--- src/waveform_minmax_decimator_macros.svh ---
// Assertion macros for the waveform min/max decimator.
`ifndef WAVEFORM_MINMAX_DECIMATOR_MACROS_SVH
`define WAVEFORM_MINMAX_DECIMATOR_MACROS_SVH

`ifndef SYNTHESIS

`define WMD_ASSERT_IMP(lbl, clk, rst_n, ante, cons) \
    lbl: assert property (@(posedge clk) disable iff (!rst_n) (ante) |-> (cons)) \
        else $error("wmd assertion failed");

`define WMD_ASSERT_NXT(lbl, clk, rst_n, ante, cons) \
    lbl: assert property (@(posedge clk) disable iff (!rst_n) (ante) |=> (cons)) \
        else $error("wmd assertion failed");

`else

`define WMD_ASSERT_IMP(lbl, clk, rst_n, ante, cons)

`define WMD_ASSERT_NXT(lbl, clk, rst_n, ante, cons)

`endif

`endif

--- src/wmd_pkg.sv ---
`default_nettype none

package wmd_pkg;

    localparam int SAMPLE_W    = 16;
    localparam int FRAME_W     = 32;
    localparam int COL_W       = 7;
    localparam int IDX_W       = 6;
    localparam int PEAK_W      = 17;
    localparam int CFG_IDX_W   = 1;
    localparam int MAX_COLUMNS = 64;

    localparam logic signed [SAMPLE_W-1:0] SAMPLE_MAX = 16'sh7FFF;
    localparam logic signed [SAMPLE_W-1:0] SAMPLE_MIN = 16'sh8000;

    localparam logic [CFG_IDX_W-1:0] CFG_FRAME_COUNT  = 1'b0;
    localparam logic [CFG_IDX_W-1:0] CFG_COLUMN_COUNT = 1'b1;

    typedef enum logic [2:0] {
        ST_DIV,
        ST_START,
        ST_IDLE,
        ST_CHECK,
        ST_BOUND
    } t_state;

    typedef struct packed {
        logic accept;
        logic emit;
        logic close;
        logic bound;
    } t_dp_cmd;

    typedef struct packed {
        logic div_done;
        logic col_due;
        logic out_free;
        logic last_col;
    } t_dp_sts;

    function automatic logic [PEAK_W-1:0] mag(input logic signed [SAMPLE_W-1:0] v);
        logic [PEAK_W-1:0] ext;
        ext = {v[SAMPLE_W-1], v};
        return v[SAMPLE_W-1] ? (~ext + 1'b1) : ext;
    endfunction

endpackage

`default_nettype wire

--- src/wmd_div.sv ---
`default_nettype none

module wmd_div (
    input  wire logic                         i_clk,
    input  wire logic                         i_rst_n,
    input  wire logic                         i_start,
    input  wire logic [wmd_pkg::FRAME_W-1:0]  i_dividend,
    input  wire logic [wmd_pkg::COL_W-1:0]    i_divisor,
    output logic                              o_done,
    output logic [wmd_pkg::FRAME_W-1:0]       o_quot,
    output logic [wmd_pkg::COL_W-1:0]         o_rem
);

    localparam int CntW = $clog2(wmd_pkg::FRAME_W);

    logic                          r_busy;
    logic                          r_done;
    logic [CntW-1:0]               r_count;
    logic [wmd_pkg::FRAME_W-1:0]   r_quot;
    logic [wmd_pkg::COL_W-1:0]     r_rem;
    logic [wmd_pkg::COL_W-1:0]     r_divisor;

    logic [wmd_pkg::COL_W:0]       trial;
    logic                          fits;
    logic [wmd_pkg::COL_W:0]       diff;

    // One quotient bit per cycle, restoring.
    always_comb begin
        trial = {r_rem, r_quot[wmd_pkg::FRAME_W-1]};
        fits  = (trial >= {1'b0, r_divisor});
        diff  = trial - {1'b0, r_divisor};
    end

    always_ff @(posedge i_clk) begin
        if (!i_rst_n) begin
            r_busy  <= 1'b0;
            r_done  <= 1'b0;
            r_count <= '0;
        end else if (i_start) begin
            r_busy  <= 1'b1;
            r_done  <= 1'b0;
            r_count <= CntW'(wmd_pkg::FRAME_W - 1);
        end else if (r_busy) begin
            r_count <= r_count - 1'b1;
            if (r_count == '0) begin
                r_busy <= 1'b0;
                r_done <= 1'b1;
            end
        end else begin
            r_done <= 1'b0;
        end
    end

    always_ff @(posedge i_clk) begin
        if (i_start) begin
            r_quot    <= i_dividend;
            r_rem     <= '0;
            r_divisor <= i_divisor;
        end else if (r_busy) begin
            r_quot <= {r_quot[wmd_pkg::FRAME_W-2:0], fits};
            r_rem  <= fits ? diff[wmd_pkg::COL_W-1:0] : trial[wmd_pkg::COL_W-1:0];
        end
    end

    assign o_done = r_done;
    assign o_quot = r_quot;
    assign o_rem  = r_rem;

endmodule

`default_nettype wire

--- src/wmd_ctrl.sv ---
`default_nettype none

module wmd_ctrl (
    input  wire logic             i_clk,
    input  wire logic             i_rst_n,
    input  wire logic             i_valid,
    input  wire logic             i_cfg_we,
    input  wire wmd_pkg::t_dp_sts i_sts,
    output wmd_pkg::t_dp_cmd      o_cmd,
    output logic                  o_in_stall
);

    wmd_pkg::t_state r_state;
    wmd_pkg::t_state n_state;

    always_ff @(posedge i_clk) begin
        if (!i_rst_n) begin
            r_state <= wmd_pkg::ST_DIV;
        end else begin
            r_state <= n_state;
        end
    end

    always_comb begin
        n_state = r_state;
        if (i_cfg_we) begin
            n_state = wmd_pkg::ST_DIV;
        end else begin
            unique case (r_state)
                wmd_pkg::ST_DIV: begin
                    if (i_sts.div_done) n_state = wmd_pkg::ST_START;
                end
                wmd_pkg::ST_START: n_state = wmd_pkg::ST_IDLE;
                wmd_pkg::ST_IDLE: begin
                    if (i_valid) n_state = wmd_pkg::ST_CHECK;
                end
                wmd_pkg::ST_CHECK: begin
                    priority if (!i_sts.col_due) n_state = wmd_pkg::ST_IDLE;
                    else if (i_sts.out_free && i_sts.last_col) n_state = wmd_pkg::ST_START;
                    else if (i_sts.out_free) n_state = wmd_pkg::ST_BOUND;
                    else n_state = wmd_pkg::ST_CHECK;
                end
                wmd_pkg::ST_BOUND: n_state = wmd_pkg::ST_CHECK;
                default: n_state = wmd_pkg::ST_DIV;
            endcase
        end
    end

    always_comb begin
        o_cmd      = '0;
        o_in_stall = 1'b1;
        unique case (r_state)
            wmd_pkg::ST_DIV: ;
            wmd_pkg::ST_START: o_cmd.bound = 1'b1;
            wmd_pkg::ST_IDLE: begin
                o_in_stall   = 1'b0;
                o_cmd.accept = i_valid;
            end
            wmd_pkg::ST_CHECK: begin
                o_cmd.close = !i_sts.col_due;
                o_cmd.emit  = i_sts.col_due && i_sts.out_free;
            end
            wmd_pkg::ST_BOUND: o_cmd.bound = 1'b1;
            default: ;
        endcase
    end

endmodule

`default_nettype wire

--- src/wmd_datapath.sv ---
`default_nettype none

module wmd_datapath (
    input  wire logic                                i_clk,
    input  wire logic                                i_rst_n,
    input  wire logic                                i_cfg_we,
    input  wire logic [wmd_pkg::CFG_IDX_W-1:0]       i_cfg_index,
    input  wire logic [wmd_pkg::FRAME_W-1:0]         i_cfg_data,
    input  wire logic signed [wmd_pkg::SAMPLE_W-1:0] i_sample,
    input  wire logic                                i_stall,
    input  wire wmd_pkg::t_dp_cmd                    i_cmd,
    output wmd_pkg::t_dp_sts                         o_sts,
    output logic                                     o_valid,
    output logic [wmd_pkg::IDX_W-1:0]                o_column_index,
    output logic signed [wmd_pkg::SAMPLE_W-1:0]      o_column_min,
    output logic signed [wmd_pkg::SAMPLE_W-1:0]      o_column_max,
    output logic [wmd_pkg::SAMPLE_W-1:0]             o_peak,
    output logic                                     o_last
);

    localparam int FW = wmd_pkg::FRAME_W;
    localparam int CW = wmd_pkg::COL_W;
    localparam int SW = wmd_pkg::SAMPLE_W;
    localparam int PW = wmd_pkg::PEAK_W;

    // configuration
    logic [FW-1:0]        r_frame_count;
    logic [CW-1:0]        r_column_count;
    logic [FW-1:0]        n_frame_count;
    logic [CW-1:0]        n_column_count;
    logic [FW-1:0]        n_frames_eff;
    logic [CW-1:0]        n_cols_eff;
    logic [CW-1:0]        cols_eff;
    logic                 r_boot;
    logic                 div_start;

    // divider results: frames = step_q * cols + step_r
    logic                 div_done;
    logic [FW-1:0]        div_quot;
    logic [CW-1:0]        div_rem;
    logic [FW-1:0]        r_step_q;
    logic [CW-1:0]        r_step_r;

    // window state
    logic [FW-1:0]        r_pos;
    logic [CW-1:0]        r_col;
    logic [FW-1:0]        r_lo_q;
    logic [CW-1:0]        r_lo_r;
    logic [FW-1:0]        r_col_end;
    logic signed [SW-1:0] r_min;
    logic signed [SW-1:0] r_max;
    logic signed [SW-1:0] r_sample;
    logic [PW-1:0]        r_peak;
    logic                 r_emitted;

    // output register
    logic                 r_out_valid;
    logic [wmd_pkg::IDX_W-1:0] r_out_index;
    logic signed [SW-1:0] r_out_min;
    logic signed [SW-1:0] r_out_max;
    logic [SW-1:0]        r_out_peak;
    logic                 r_out_last;

    logic [CW:0]          sum_r;
    logic [CW:0]          wrap_r;
    logic                 carry;
    logic [CW-1:0]        next_r;
    logic [FW-1:0]        next_q;
    logic [PW-1:0]        mag_min;
    logic [PW-1:0]        mag_max;
    logic [PW-1:0]        peak_a;
    logic [PW-1:0]        peak_new;
    logic                 last_col;
    logic                 out_free;

    always_comb begin
        n_frame_count  = r_frame_count;
        n_column_count = r_column_count;
        if (i_cfg_we) begin
            unique case (i_cfg_index)
                wmd_pkg::CFG_FRAME_COUNT:  n_frame_count  = i_cfg_data;
                wmd_pkg::CFG_COLUMN_COUNT: n_column_count = i_cfg_data[CW-1:0];
                default: ;
            endcase
        end
    end

    function automatic logic [CW-1:0] eff_cols(input logic [CW-1:0] c);
        if (c == '0) return CW'(1);
        if (c > CW'(wmd_pkg::MAX_COLUMNS)) return CW'(wmd_pkg::MAX_COLUMNS);
        return c;
    endfunction

    assign n_frames_eff = (n_frame_count == '0) ? FW'(1) : n_frame_count;
    assign n_cols_eff   = eff_cols(n_column_count);
    assign cols_eff     = eff_cols(r_column_count);
    assign div_start    = i_cfg_we || r_boot;

    wmd_div u_div (
        .i_clk      (i_clk),
        .i_rst_n    (i_rst_n),
        .i_start    (div_start),
        .i_dividend (n_frames_eff),
        .i_divisor  (n_cols_eff),
        .o_done     (div_done),
        .o_quot     (div_quot),
        .o_rem      (div_rem)
    );

    // Step the column start floor(F*k/C) by one column.
    always_comb begin
        sum_r  = {1'b0, r_lo_r} + {1'b0, r_step_r};
        carry  = (sum_r >= {1'b0, cols_eff});
        wrap_r = sum_r - {1'b0, cols_eff};
        next_r = carry ? wrap_r[CW-1:0] : sum_r[CW-1:0];
        next_q = r_lo_q + r_step_q + {{(FW-1){1'b0}}, carry};
    end

    always_comb begin
        mag_min  = wmd_pkg::mag(r_min);
        mag_max  = wmd_pkg::mag(r_max);
        peak_a   = (mag_max > r_peak) ? mag_max : r_peak;
        peak_new = (mag_min > peak_a) ? mag_min : peak_a;
        last_col = ((r_col + 1'b1) == cols_eff);
        out_free = !r_out_valid || !i_stall;
    end

    always_ff @(posedge i_clk) begin
        if (!i_rst_n) begin
            r_frame_count  <= FW'(1);
            r_column_count <= CW'(wmd_pkg::MAX_COLUMNS);
            r_boot         <= 1'b1;
            r_step_q       <= '0;
            r_step_r       <= '0;
        end else begin
            r_frame_count  <= n_frame_count;
            r_column_count <= n_column_count;
            r_boot         <= 1'b0;
            if (div_done) begin
                r_step_q <= div_quot;
                r_step_r <= div_rem;
            end
        end
    end

    always_ff @(posedge i_clk) begin
        if (!i_rst_n || i_cfg_we) begin
            r_pos     <= '0;
            r_col     <= '0;
            r_lo_q    <= '0;
            r_lo_r    <= '0;
            r_col_end <= FW'(1);
            r_min     <= wmd_pkg::SAMPLE_MAX;
            r_max     <= wmd_pkg::SAMPLE_MIN;
            r_peak    <= PW'(1);
            r_emitted <= 1'b0;
        end else begin
            if (i_cmd.accept) begin
                r_sample  <= i_sample;
                r_pos     <= r_pos + 1'b1;
                r_emitted <= 1'b0;
                if (i_sample < r_min) r_min <= i_sample;
                if (i_sample > r_max) r_max <= i_sample;
            end
            if (i_cmd.bound) begin
                r_col_end <= (next_q == r_lo_q) ? (r_lo_q + 1'b1) : next_q;
            end
            if (i_cmd.close && r_emitted) begin
                r_min <= wmd_pkg::SAMPLE_MAX;
                r_max <= wmd_pkg::SAMPLE_MIN;
            end
            if (i_cmd.emit) begin
                if (last_col) begin
                    // window done: rewind
                    r_pos     <= '0;
                    r_col     <= '0;
                    r_lo_q    <= '0;
                    r_lo_r    <= '0;
                    r_min     <= wmd_pkg::SAMPLE_MAX;
                    r_max     <= wmd_pkg::SAMPLE_MIN;
                    r_peak    <= PW'(1);
                    r_emitted <= 1'b0;
                end else begin
                    r_col     <= r_col + 1'b1;
                    r_lo_q    <= next_q;
                    r_lo_r    <= next_r;
                    r_min     <= r_sample;
                    r_max     <= r_sample;
                    r_peak    <= peak_new;
                    r_emitted <= 1'b1;
                end
            end
        end
    end

    always_ff @(posedge i_clk) begin
        if (!i_rst_n) begin
            r_out_valid <= 1'b0;
        end else if (i_cmd.emit) begin
            r_out_valid <= 1'b1;
        end else if (!i_stall) begin
            r_out_valid <= 1'b0;
        end
    end

    always_ff @(posedge i_clk) begin
        if (i_cmd.emit) begin
            r_out_index <= r_col[wmd_pkg::IDX_W-1:0];
            r_out_min   <= r_min;
            r_out_max   <= r_max;
            r_out_peak  <= peak_new[SW-1:0];
            r_out_last  <= last_col;
        end
    end

    always_comb begin
        o_sts.div_done = div_done;
        o_sts.col_due  = (r_col_end <= r_pos);
        o_sts.out_free = out_free;
        o_sts.last_col = last_col;
    end

    assign o_valid        = r_out_valid;
    assign o_column_index = r_out_index;
    assign o_column_min   = r_out_min;
    assign o_column_max   = r_out_max;
    assign o_peak         = r_out_peak;
    assign o_last         = r_out_last;

endmodule

`default_nettype wire

--- src/waveform_minmax_decimator.sv ---
// Channel   | Direction | Handshake          | Payload
// ----------+-----------+--------------------+--------------------------------------------
// sample    | in        | i_valid / o_stall  | i_sample
// column    | out       | o_valid / i_stall  | o_column_index, o_column_min, o_column_max,
//           |           |                    | o_peak, o_last
// config    | in        | i_cfg_we           | i_cfg_index, i_cfg_data
//
// A sample word is accepted in IDLE and checked in CHECK; each column it closes
// adds a step to send the column word and a step to set the next column boundary.
// Reset and every config write start a frames/columns division in the boundary
// divider; the sample input stalls until the division is done and a boundary is set.
// A stalled column word holds the column sequencer until the word is taken.
`default_nettype none

`include "waveform_minmax_decimator_macros.svh"

module waveform_minmax_decimator (
    input  wire logic                                i_clk,
    input  wire logic                                i_rst_n,
    input  wire logic                                i_valid,
    output logic                                     o_stall,
    input  wire logic signed [wmd_pkg::SAMPLE_W-1:0] i_sample,
    output logic                                     o_valid,
    input  wire logic                                i_stall,
    output logic [wmd_pkg::IDX_W-1:0]                o_column_index,
    output logic signed [wmd_pkg::SAMPLE_W-1:0]      o_column_min,
    output logic signed [wmd_pkg::SAMPLE_W-1:0]      o_column_max,
    output logic [wmd_pkg::SAMPLE_W-1:0]             o_peak,
    output logic                                     o_last,
    input  wire logic                                i_cfg_we,
    input  wire logic [wmd_pkg::CFG_IDX_W-1:0]       i_cfg_index,
    input  wire logic [wmd_pkg::FRAME_W-1:0]         i_cfg_data
);

    wmd_pkg::t_dp_cmd dp_cmd;
    wmd_pkg::t_dp_sts dp_sts;

    wmd_ctrl u_ctrl (
        .i_clk      (i_clk),
        .i_rst_n    (i_rst_n),
        .i_valid    (i_valid),
        .i_cfg_we   (i_cfg_we),
        .i_sts      (dp_sts),
        .o_cmd      (dp_cmd),
        .o_in_stall (o_stall)
    );

    wmd_datapath u_datapath (
        .i_clk          (i_clk),
        .i_rst_n        (i_rst_n),
        .i_cfg_we       (i_cfg_we),
        .i_cfg_index    (i_cfg_index),
        .i_cfg_data     (i_cfg_data),
        .i_sample       (i_sample),
        .i_stall        (i_stall),
        .i_cmd          (dp_cmd),
        .o_sts          (dp_sts),
        .o_valid        (o_valid),
        .o_column_index (o_column_index),
        .o_column_min   (o_column_min),
        .o_column_max   (o_column_max),
        .o_peak         (o_peak),
        .o_last         (o_last)
    );

    `WMD_ASSERT_IMP(a_emit_has_room, i_clk, i_rst_n, dp_cmd.emit, dp_sts.out_free)
    `WMD_ASSERT_IMP(a_no_accept_emit, i_clk, i_rst_n, dp_cmd.accept, !dp_cmd.emit && !dp_cmd.bound)
    `WMD_ASSERT_NXT(a_cfg_stalls_input, i_clk, i_rst_n, i_cfg_we, o_stall)
    `WMD_ASSERT_IMP(a_peak_nonzero, i_clk, i_rst_n, o_valid, o_peak != '0)

endmodule

`default_nettype wire
--- config.mk ---
export PLATFORM = sky130hd
export DESIGN_NAME = waveform_minmax_decimator
export DESIGN_NICKNAME = d
export VERILOG_FILES = /design/src/wmd_pkg.sv /design/src/wmd_div.sv /design/src/wmd_ctrl.sv /design/src/wmd_datapath.sv /design/src/waveform_minmax_decimator.sv
export VERILOG_INCLUDE_DIRS = /design/src /design/src/src
export SDC_FILE = /design/constraint.sdc
export NUM_CORES = 1
export LEC_CHECK = 0
export BUFFER_PORTS_ARGS = -buffer_cell sky130_fd_sc_hd__buf_2
export CORE_ASPECT_RATIO = 1.25
export CORE_MARGIN = 1.5
export CORE_UTILIZATION = 40
export DETAILED_ROUTE_END_ITERATION = 12
export SYNTH_ARGS = -nofsm -noshare
export SYNTH_HDL_FRONTEND = slang
export SYNTH_SLANG_ARGS = --single-unit
--- constraint.sdc ---
create_clock -name i_clk -period 6.9 [get_ports i_clk]
set_input_delay 1.38 -clock i_clk [delete_from_list [all_inputs] [get_ports i_clk]]
set_output_delay 1.38 -clock i_clk [all_outputs]
set_load 0.03 [all_outputs]
# Word-level counts from Yosys, hierarchy flattened
# Index checks and enable logic that the tools add are counted.
# Widths: inputs -> output; s select.
[op_classes]
add_sub_neg = 11
n_lt_le_gt_ge = 9
n_eq_ne = 9
muxes = 66
n_bitwise = 5
reduce_logical = 27
[op_table]
columns = ["operator", "count"]
rows = [
  ["$mux 32", 10],
  ["$mux 16", 10],
  ["$mux 7", 14],
  ["$mux 17", 5],
  ["$add 32x1->32 const B", 2],
  ["$add 17x1->17 const B", 2],
  ["$gt 17x17->1", 2],
  ["$not 17->17", 2],
  ["$add 32x1->32", 1],
  ["$add 32x32->32", 1],
  ["$eq 32x32->1", 1],
  ["$le 32x32->1", 1],
  ["$logic_not 32->1", 1],
  ["$mux 1", 18],
  ["$ge 8x7->1", 2],
  ["$gt 16x16->1", 1],
  ["$lt 16x16->1", 1],
  ["$mux 3", 5],
  ["$pmux 3 s5", 1],
  ["$gt 7x7->1 const B", 2],
  ["$logic_not 7->1", 2],
  ["$sub 7x7->7", 2],
  ["$mux 5", 2],
  ["$reduce_bool 3->1", 3],
  ["other kinds (20)", 36],
]
[totals]
regBits = 367
input_bits = 54
output_inout_bits = 57
wordCells = 155

# Longest topological paths before layout
# Gate-level depths: netlist of the first run.
[logic_depth]
word_depth = 10
depth_mapped = 31
depth_no_buf = 28

# Modules after synthesis
# From an unflattened synthesis of the first run, not the netlist that was laid out.
[unflattened]
hier_cells = 2409
area_unflattened_um2 = 21938.5
[modules_own_cells]
columns = ["mod", "instances", "cells_each", "area_each_um2", "seq_area_each_um2"]
rows = [
  ["wmd_datapath", 1, 2170, 19034.5, 6936.7],
  ["wmd_div", 1, 215, 2701.3, 1451.4],
  ["wmd_ctrl", 1, 24, 202.7, 60.1],
]

# Worst setup path before layout of the first run
# OpenSTA, ideal clock, no wires.
[synth_timing]
path_kind = "register -> register"
from = "reg u_datapath.r_lo_r[0]"
to = "reg u_datapath.r_col_end[8]"
setup_time_ps = 79
t_arrival_ps = 6552
required_time_ps = 6821
setup_slack_ps = 269
path_stages_with_launch = 30
n_path_buf = 2
synth_period_minus_slack_ps = 6631
path_cell_list = "dfxtp_1 ha_1 fa_1 a21oi_1 nor2_1 nor2_1 o21bai_1 a21oi_1 xnor2_1 ha_1 nand4_1 nor2_1 a2111oi_0 and2_1 clkbuf_1 fa_1 inv_1 fa_1 a21o_1 a221o_1 buf_6 a21o_1 a21oi_2 xnor2_1 xor2_1 or4b_4 nor4_4 o2111ai_4 or4_1 o211ai_1"
[synth_between]
elab_chain_len = 5
[synth_rtl]
columns = ["item", "line", "rtl"]
rows = [
  ["from (decl)", "wmd_datapath.sv:48", "logic [CW-1:0] r_lo_r;"],
  ["from (signal assigned)", "wmd_datapath.sv:186", "r_lo_r <= next_r;"],
  ["$add 7x7->8 (*)", "wmd_datapath.sv:112", "sum_r = {1'b0, r_lo_r} + {1'b0, r_step_r};"],
  ["$ge 8x7->1 (*)", "wmd_datapath.sv:113", "carry = (sum_r >= {1'b0, cols_eff});"],
  ["$add 32x1->32 (*)", "wmd_datapath.sv:116", "next_q = r_lo_q + r_step_q + {{(FW-1){1'b0}}, carry};"],
  ["$eq 32x32->1", "wmd_datapath.sv:166", "r_col_end <= (next_q == r_lo_q) ? (r_lo_q + 1'b1) : next_q;"],
  ["$mux 32 (*)", "wmd_datapath.sv:166", ""],
  ["to (signal assigned)", "wmd_datapath.sv:166", ""],
  ["to (decl)", "wmd_datapath.sv:49", "logic [FW-1:0] r_col_end;"],
]
# Mark *: on every way between the ends. The rest lies on a longest branch, timed or not.
# A chain may end at the register's enable or synchronous reset.

# Worst setup path in the final report of the first run
[layout_timing]
from = "reg u_datapath.r_lo_r[0]"
to = "reg u_datapath.r_col_end[31]"
# Same word-level chain as after synthesis.

==> results.md, run 1 <==
- Status: complete, no violations
- Final ANT Viol Nets: 0
- Crit Path Class: flip-flop to flip-flop
- Die area: 0.0560 mm^2
- Number of fill cells: 5239
- Clock Skews: 0.0243 ns
- Critical-path maximum fanout: 4
- CTS clock-pin slew for the worst setup and hold paths: 0.06 ns
- Worst reg2reg setup slack: 0.37 ns
- Remaining DRCs: 0
- Hold-critical path depth: 2
- Pleak: 9.74 nW
- Grt total ovfl: 0
- Flops & latches, synth: 367
- Core Footprint: 0.0538 mm^2
- Area leader, netlist: dfxtp_1
- Largest net degree at the start of global routing: 87
- Row count: 95
- Final Hold Viols: 0
- Synth cell types: 84
- CTS buffer count: 42
- Post-synth top cells: nor2_1 (280), dfxtp_1 (257), nand2_1 (183)
- Most used cell, CP: nor2_1
- Starting Density: 40.6%
- Final instance area: 0.0247 mm^2
- GRT Util Overall: 23.6%
- Placed Area: 0.0233 mm^2
- Area of the multi-input gates: 0.0124 mm^2
- Post-Synthesis Cells: 2439
- Final setup viols: 0
- RSZ-0062 raised after global routing: false
- Final worst slack: 0.368 ns
- Share of synthesized flip-flops with an asynchronous set or reset: 0%
- Measured slew at the worst slew-check pin: 1.11 ns
- EDFF count, synth: 110
- Die W: 212 um
- Total power: 4.78 mW
- Wire length per cell: 20.2 um
- PortBufs: 110
- Vias post-DR: 18600
- Iteration-0 DRC Markers: 1020
- Hold Crit Endpoint: u_datapath.r_column_count[0]
- Initial antenna violation count: 0
- Fraction of layout cells with a size suffix above 1: 11.2%
- Root Driver: clkbuf_16
- Cell Area, Synth: 0.0218 mm^2
- Worst-case vdd ir drop: 200 uV
- Die Y-Extent: 264 um
- Clk_lat worst skew: 0.57 ns
- Max Root-Sink Buffers: 3
- P&R area growth vs syn: 13.2%
- Crit start category: flip-flop
- CP Launch Point: u_datapath.r_lo_r[0]
- CP peak stage delay: 0.57 ns
- R2r startpoint: u_datapath.r_lo_r[0]
- Total wire length: 66300 um
- Critical path capture point type: flip-flop
- Vias in the first global route: 18500
- Min Tclk post-route: 6.53 ns
- Post-DP HPWL: 51400 um
- Top achievable clock speed: 153 MHz
- Worst R2R End: u_datapath.r_col_end[31]
- Pre-CTS setup slack: -0.0670 ns
- Post-Syn Area per Cell: 8.95 um^2
- Clock Sink Count: 367
- Vias per cell: 5.66
- TritonCTS clock tree: done
- Sequential area share after synthesis: 38.7%
- Largest cells by area after synthesis: dfxtp_1 (24%), edfxtp_1 (15%), ha_1 (8.9%)
- Worst EP required: 7.35 ns
- Hold buffer count at cts: 0
- Post-synth top flop: dfxtp_1
- Final period utilization: 94.7%
- Hold Path Class: flip-flop to flip-flop
- Hold Crit Start: u_datapath.r_column_count[0]
- Net count, final: 2743
- Fin Hold WS: 0.457 ns
- GPL Wtd Cong: 0.933
- # H-tree levels: 2
- Yosys top cell area share: 23.6%
- Final Slew Violations: 0
- I/O Pins: 111
- Max Cap Violations: 0
- Crit path arrival time: 6.98 ns
- DRT Pass-1 Iters: 6
- R2r worst-path depth: 28
- Slew HR: 25.9%
- First-pass GRT wire length: 104000 um
- CP max stage cell: or4b_4
- Pwr dens: 193 mW/mm^2
- Yosys warns: 0
- Most common cell in the netlist: nor2_1
- Sequential cell area: 0.00845 mm^2
-- routing by layer --
layer	part of all wire, %	vias to the layer above	global-route usage (%)
met2	52	454	43.9
met1	40	8996	27.0
met3	3.8	134	2.94
li1	-	9040	-
met4	4.0	0	9.44
met5	0	-	0
-- layout by cell type (no fill, tap or decap), types with 19 or more instances in the layout --
cell,count
nor2_1,277
dfxtp_1,256
nand2_1,182
ha_1,155
a21oi_1,136
inv_1,131
mux2i_1,118
xnor2_1,118
buf_2,110
edfxtp_1,110
nand3_1,84
o21ai_0,81
nand4_1,71
buf_4,65
xor2_1,46
clkbuf_16,43
nor3_1,39
a21o_1,38
nor4_1,36
o211ai_1,30
a22oi_1,29
nor2b_1,23
a221oi_1,20
nand2b_1,19
a31oi_1,19
-- worst max-delay path, delay by kind of cell, from the launching register on --
kind                       cells  cell delay (ns)
DFF                            1             0.32
xor gates and xnor gates       3             0.51
AOI/OAI and AO/OA             10             2.06
adders and majority gates      5             1.55
and+or+nand+nor                8             1.75
buffers and inverters          2             0.23
-- through the flow --
stage / cells / setup TNS (ns) / utilization [%]
after CTS: 3285 / 0 / 45.7
after global routing: 3290 / 0 / 45.9
after floorplan: 2440 / 0 / -
after detailed placement: 3207 / -0.194 / 43.2
after global placement: 3207 / 0 / 43.2
final: 3291 / 0 / 45.9
-- flip-flops by register name, summed over array words and instances (netlist names), 3 cells and up --
name,cells
u_datapath.o_column_index,6
u_datapath.o_column_min,16
u_datapath.r_step_r,7
u_datapath.u_div.r_divisor,7
u_datapath.u_div.o_quot,32
u_datapath.r_sample,16
u_datapath.o_column_max,16
u_datapath.u_div.o_rem,7
u_datapath.r_step_q,32
u_ctrl.r_state,3
u_datapath.r_pos,32
u_datapath.r_frame_count,32
u_datapath.r_col,7
u_datapath.r_peak,17
u_datapath.r_max,16
u_datapath.u_div.r_count,5
u_datapath.r_lo_q,32
u_datapath.r_min,16
u_datapath.r_lo_r,7
u_datapath.o_peak,16
u_datapath.r_col_end,32
u_datapath.r_column_count,7
-- how the worst max path moves through the flow --
stage / slack (ns) / depth (start not counted) / endpoint
3_3_place_gp: 0.06 / 27 / u_datapath.r_col_end[20]
4_1_cts: 0.07 / 27 / u_datapath.r_col_end[8]
2_1_floorplan: 0.27 / 29 / u_datapath.r_col_end[8]
3_5_place_dp: -0.07 / 27 / u_datapath.r_col_end[8]
6_report: 0.37 / 28 / u_datapath.r_col_end[31]
5_1_grt: 0.007 / 28 / u_datapath.r_col_end[8]
-- what timing repair did --
action / CTS / global route
endpoints found under the setup margin: 8 / 32
gates resized for setup: 2 / 10
pin swaps: 0 / 5
buffers inserted: 0 / 4
gates cloned: 0 / 1
-- cell families after synthesis --
family	after synthesis	share of synthesized area (%)
adders and majority gates	160	9.34
DFF	367	38.7
muxes	125	5.77
AOI/OAI and AO/OA	522	16.0
xor gates and xnor gates	172	7.35
buffers and inverters	267	4.71
and+or+nand+nor	825	18.1
other	1	0.0172
-- power breakdown --
group / total [mW] / leakage (nW) / internal [mW] / switching [mW]
sequential: 2.30 / 3.14 / 2.27 / 0.0313
combinational: 0.307 / 5.93 / 0.121 / 0.187
clock: 2.17 / 0.663 / 1.26 / 0.909
total: 4.78 / 9.74 / 3.65 / 1.13
-- cell type report --
type | count | area share, %
Timing Repair Buffer | 176 | 4.25
Inverter | 135 | 2.06
Sequential cell | 367 | 34.2
Multi-Input combinational cell | 1807 | 50.4
Antenna cell | 1 | 0.0101
Clock inverter | 18 | 0.557
Clock buffer | 60 | 4.90
Tap cell | 727 | 3.68
(Power assumes the default switching activity.)
==> run 2: changes to the inputs <==
BUFFER_PORTS_ARGS = unset   (was -buffer_cell sky130_fd_sc_hd__buf_2)
DONT_BUFFER_PORTS = 1   (was unset)
clock period = 7.43 ns   (was 6.9 ns; I/O delays follow)
==> results.md, run 2 (synthesized netlist as in run 1, its figures left out) <==
- Critical path capture point type: flip-flop
- Net count, final: 2612
- Die W: 212 um
- Commonest non-fill, non-tap cells in the layout: nor2_1 (278), dfxtp_1 (256), nand2_1 (183)
- N_diodes: 0
- P&R area growth vs syn: 9.92%
- Root Driver: clkbuf_16
- CP max stage cell: a2111oi_1
- Fraction of layout cells with a size suffix above 1: 6.09%
- Min Tclk post-route: 6.96 ns
- Vias per cell: 5.71
- Total wire length: 65300 um
- Post-DP HPWL: 50100 um
- Largest net degree at the start of global routing: 86
- Crit path arrival time: 7.46 ns
- Final period utilization: 93.7%
- First-pass GRT wire length: 102000 um
- PortBufs: 0
- # H-tree levels: 2
- Clk_lat worst skew: 0.59 ns
- Clock Skews: 0.0209 ns
- Area of the multi-input gates: 0.0124 mm^2
- Slew HR: 24.8%
- RSZ-0062 raised after global routing: false
- Max Cap Violations: 0
- Most common cell after layout, fill and taps aside: nor2_1
- Vias in the first global route: 18000
- Critical-path maximum fanout: 10
- Setup TNS: 0 ns
- Die Y-Extent: 264 um
- Worst EP required: 7.93 ns
- Hold buffer count at cts: 0
- Hold Crit Start: u_datapath.r_emitted
- Vias post-DR: 18000
- Starting Density: 40.6%
- R2r startpoint: u_datapath.r_lo_r[0]
- TritonCTS clock tree: done
- CTS clock-pin slew for the worst setup and hold paths: 0.06 ns
- Number of fill cells: 5254
- Fin Hold WS: 0.471 ns
- Clock Sink Count: 367
- CP peak stage delay: 0.47 ns
- CTS buffer count: 43
- CP Launch Point: u_datapath.r_lo_r[0]
- Finished Core Util: 44.6%
- Core Footprint: 0.0538 mm^2
- Sequential cell area: 0.00845 mm^2
- Final Hold Viols: 0
- Crit start category: flip-flop
- Measured slew at the worst slew-check pin: 1.13 ns
- DRT Pass-1 Iters: 6
- Row count: 95
- Status: complete, no violations
- Worst-case vdd ir drop: 156 uV
- Iteration-0 DRC Markers: 1073
- Pwr dens: 186 mW/mm^2
- I/O Pins: 111
- GPL Wtd Cong: 0.935
- Final worst slack: 0.470 ns
- Wire length per cell: 20.7 um
- Pleak: 9.20 nW
- Die area: 0.0560 mm^2
- GRT Util Overall: 23.2%
- Initial antenna violation count: 0
- Final Slew Violations: 0
- Hold Path Class: flip-flop to flip-flop
- Placed Area: 0.0226 mm^2
- Final setup viols: 0
- Final instance area: 0.0240 mm^2
- Crit Path Class: flip-flop to flip-flop
- Max Root-Sink Buffers: 3
- Final ANT Viol Nets: 0
- Top achievable clock speed: 144 MHz
- Grt total ovfl: 0
- Pre-CTS setup slack: 0.482 ns
- Remaining DRCs: 0
-- run 2: repair_timing --
item	in CTS	in global routing
gates resized for setup	0	1
endpoints found under the setup margin	0	5
buffers inserted	0	0
-- run 2: critical path, delay by kind of cell (launching register included) --
kind / cells / cell delay, ns
AO/OA/AOI/OAI: 10 / 2.28
AND/OR/NAND/NOR: 8 / 1.87
flip-flops: 1 / 0.32
XOR/XNOR: 2 / 0.38
adder cells (fa/ha/maj): 5 / 1.59
buffers and inverters: 3 / 0.44
-- run 2: layout make-up --
class / count / area share (%)
well taps: 727 / 3.79
inverters: 135 / 2.12
flip-flops and latches: 367 / 35.2
multi-input cells: 1806 / 51.6
clock inverters: 17 / 0.766
clock buffers: 62 / 5.03
repair buffers: 45 / 1.46
-- run 2: metrics by stage --
step,std cells,total power [mW]
3_5_place_dp,3080,2.42
2_1_floorplan,2440,2.35
5_1_grt,3159,4.63
3_3_place_gp,3080,2.41
4_1_cts,3159,4.52
6_report,3159,4.48
-- run 2: per-layer routing --
layer	vias up	track usage, %	part of all wire [%]
met5	-	0	0
met4	0	8.78	3.8
met2	518	42.4	51
met3	132	3.79	4.6
li1	8773	-	-
met1	8615	26.7	40
-- run 2: power by group --
group | switching [mW] | internal (mW) | total, mW
Combinational | 0.149 | 0.0939 | 0.243
Clock | 0.892 | 1.21 | 2.10
Sequential | 0.0274 | 2.10 | 2.13
Total | 1.07 | 3.41 | 4.48
-- run 2: final timing paths --
| path | endpoint | slack [ns] | depth (start not counted) |
|---|---|---|---|
| max | u_datapath.r_col_end[8] | 0.47 | 28 |
| min reg2reg | u_datapath.r_emitted | 0.47 | 2 |
| min | u_datapath.r_emitted | 0.47 | 2 |
| max reg2reg | u_datapath.r_col_end[8] | 0.47 | 28 |
==> run 3: changes to the inputs <==
CORE_UTILIZATION = 55   (was 40)
PLACE_DENSITY = 0.7   (was unset)
==> results.md, run 3 (synthesized netlist as in run 1, its figures left out) <==
- Status: complete, no violations
- Final Slew Violations: 0
- Vias per cell: 6.27
- Die area: 0.0409 mm^2
- Hold buffer count at cts: 0
- DRT Pass-1 Iters: 12
- Sequential cell area: 0.00845 mm^2
- GRT Util Overall: 30.6%
- Max Cap Violations: 0
- Grt total ovfl: 0
- Fraction of layout cells with a size suffix above 1: 6.09%
- Root Driver: clkbuf_16
- Clock Skews: 0.0136 ns
- Slew HR: 24.4%
- Commonest non-fill, non-tap cells in the layout: nor2_1 (277), dfxtp_1 (256), nand2_1 (183)
- Clk_lat worst skew: 0.55 ns
- Crit path buf inv count: 2
- Starting Density: 55.8%
- Vias post-DR: 18400
- N_diodes: 0
- Most common cell after layout, fill and taps aside: nor2_1
- Top achievable clock speed: 144 MHz
- # H-tree levels: 2
- PortBufs: 0
- CP peak stage delay: 0.55 ns
- I/O Pins: 111
- GPL Wtd Cong: 0.954
- Setup TNS: 0 ns
- CP max stage cell: or4_1
- Remaining DRCs: 0
- TritonCTS clock tree: done
- R2r worst-path depth: 27
- Final Hold Viols: 0
- CTS buffer count: 39
- Iteration-0 DRC Markers: 1198
- Measured slew at the worst slew-check pin: 1.12 ns
- Post-DP HPWL: 48200 um
- Vias in the first global route: 18000
- Worst-case vdd ir drop: 237 uV
- Row count: 81
- Final setup viols: 0
- Post-CTS setup-driven buffer insertion count: 0
- Final worst slack: 0.475 ns
- Post_cts resized: 0
- Max Root-Sink Buffers: 3
- CTS clock-pin slew for the worst setup and hold paths: 0.07 ns
- First-pass GRT wire length: 98700 um
- Die Y-Extent: 226 um
- P&R area growth vs syn: 8.50%
- Crit Path Class: flip-flop to flip-flop
- Net count, final: 2613
- Critical path depth: 27
- Crit path arrival time: 7.41 ns
- Wire length per cell: 21.6 um
- Largest net degree at the start of global routing: 86
- Final period utilization: 93.6%
- Core Footprint: 0.0391 mm^2
- Pre-CTS setup slack: 0.500 ns
- Worst EP required: 7.88 ns
- RSZ-0062 raised after global routing: false
- Pleak: 9.20 nW
- Area of the multi-input gates: 0.0124 mm^2
- Hold Path Class: flip-flop to flip-flop
- Initial antenna violation count: 0
- Critical-path maximum fanout: 10
- Final ANT Viol Nets: 0
- Clock Sink Count: 367
- Hold-critical path depth: 2
- Pwr dens: 187 mW/mm^2
- Critical path capture point type: flip-flop
- Total wire length: 63300 um
- Number of fill cells: 3387
- Die W: 181 um
- Crit start category: flip-flop
- Min Tclk post-route: 6.96 ns
- Worst path top cell family by delay: simple AND/OR/NAND/NOR gates
run 3: cell type report:
class	count	area share, %
tap	498	2.63
sequential	367	35.7
clock inverter	18	0.972
timing repair buffer	50	1.64
multi-input combinational	1806	52.3
clock buffer	53	4.65
inverter	135	2.14
run 3: path summary, 6_finish.rpt:
check                                             startpoint                           end  slack, ns
worst min register to register  u_datapath.r_column_count[0]  u_datapath.r_column_count[0]       0.46
worst max register to register          u_datapath.r_lo_r[0]       u_datapath.r_col_end[9]       0.47
worst min-delay path            u_datapath.r_column_count[0]  u_datapath.r_column_count[0]       0.46
worst max-delay path                    u_datapath.r_lo_r[0]       u_datapath.r_col_end[9]       0.47
run 3: tightest hold or removal path, cell delays in order (launching register included):
cell and delay, ns:
dfxtp_1 0.31, nand2_1 0.05, a21oi_1 0.05
run 3: stage by stage:
step                      std cells  total power, mW  util (%)  hold WS (ns)  instance area (um^2)
after floorplan                2440             2.35         -         0.430                 21800
after global placement         2856             2.41      57.2         0.445                 22400
after detailed placement       2856             2.42      57.2         0.450                 22400
after CTS                      2927             4.45      60.6         0.458                 23700
after global routing           2927             4.55      60.6         0.486                 23700
final                          2927             4.43      60.6         0.460                 23700
run 3: per-layer routing:
layer,global-route usage (%),up-vias,wire [um]
li1,-,8755,-
met5,0,-,0
met3,4.50,177,3540
met1,34.9,8767,24600
met2,55.4,652,31700
met4,16.4,0,3430
run 3: power by group:
part / internal (mW) / switching [mW] / total [mW] / leakage, nW
combinational: 0.0959 / 0.154 / 0.250 / 5.40
clock: 1.22 / 0.828 / 2.05 / 0.658
sequential: 2.10 / 0.0274 / 2.13 / 3.14
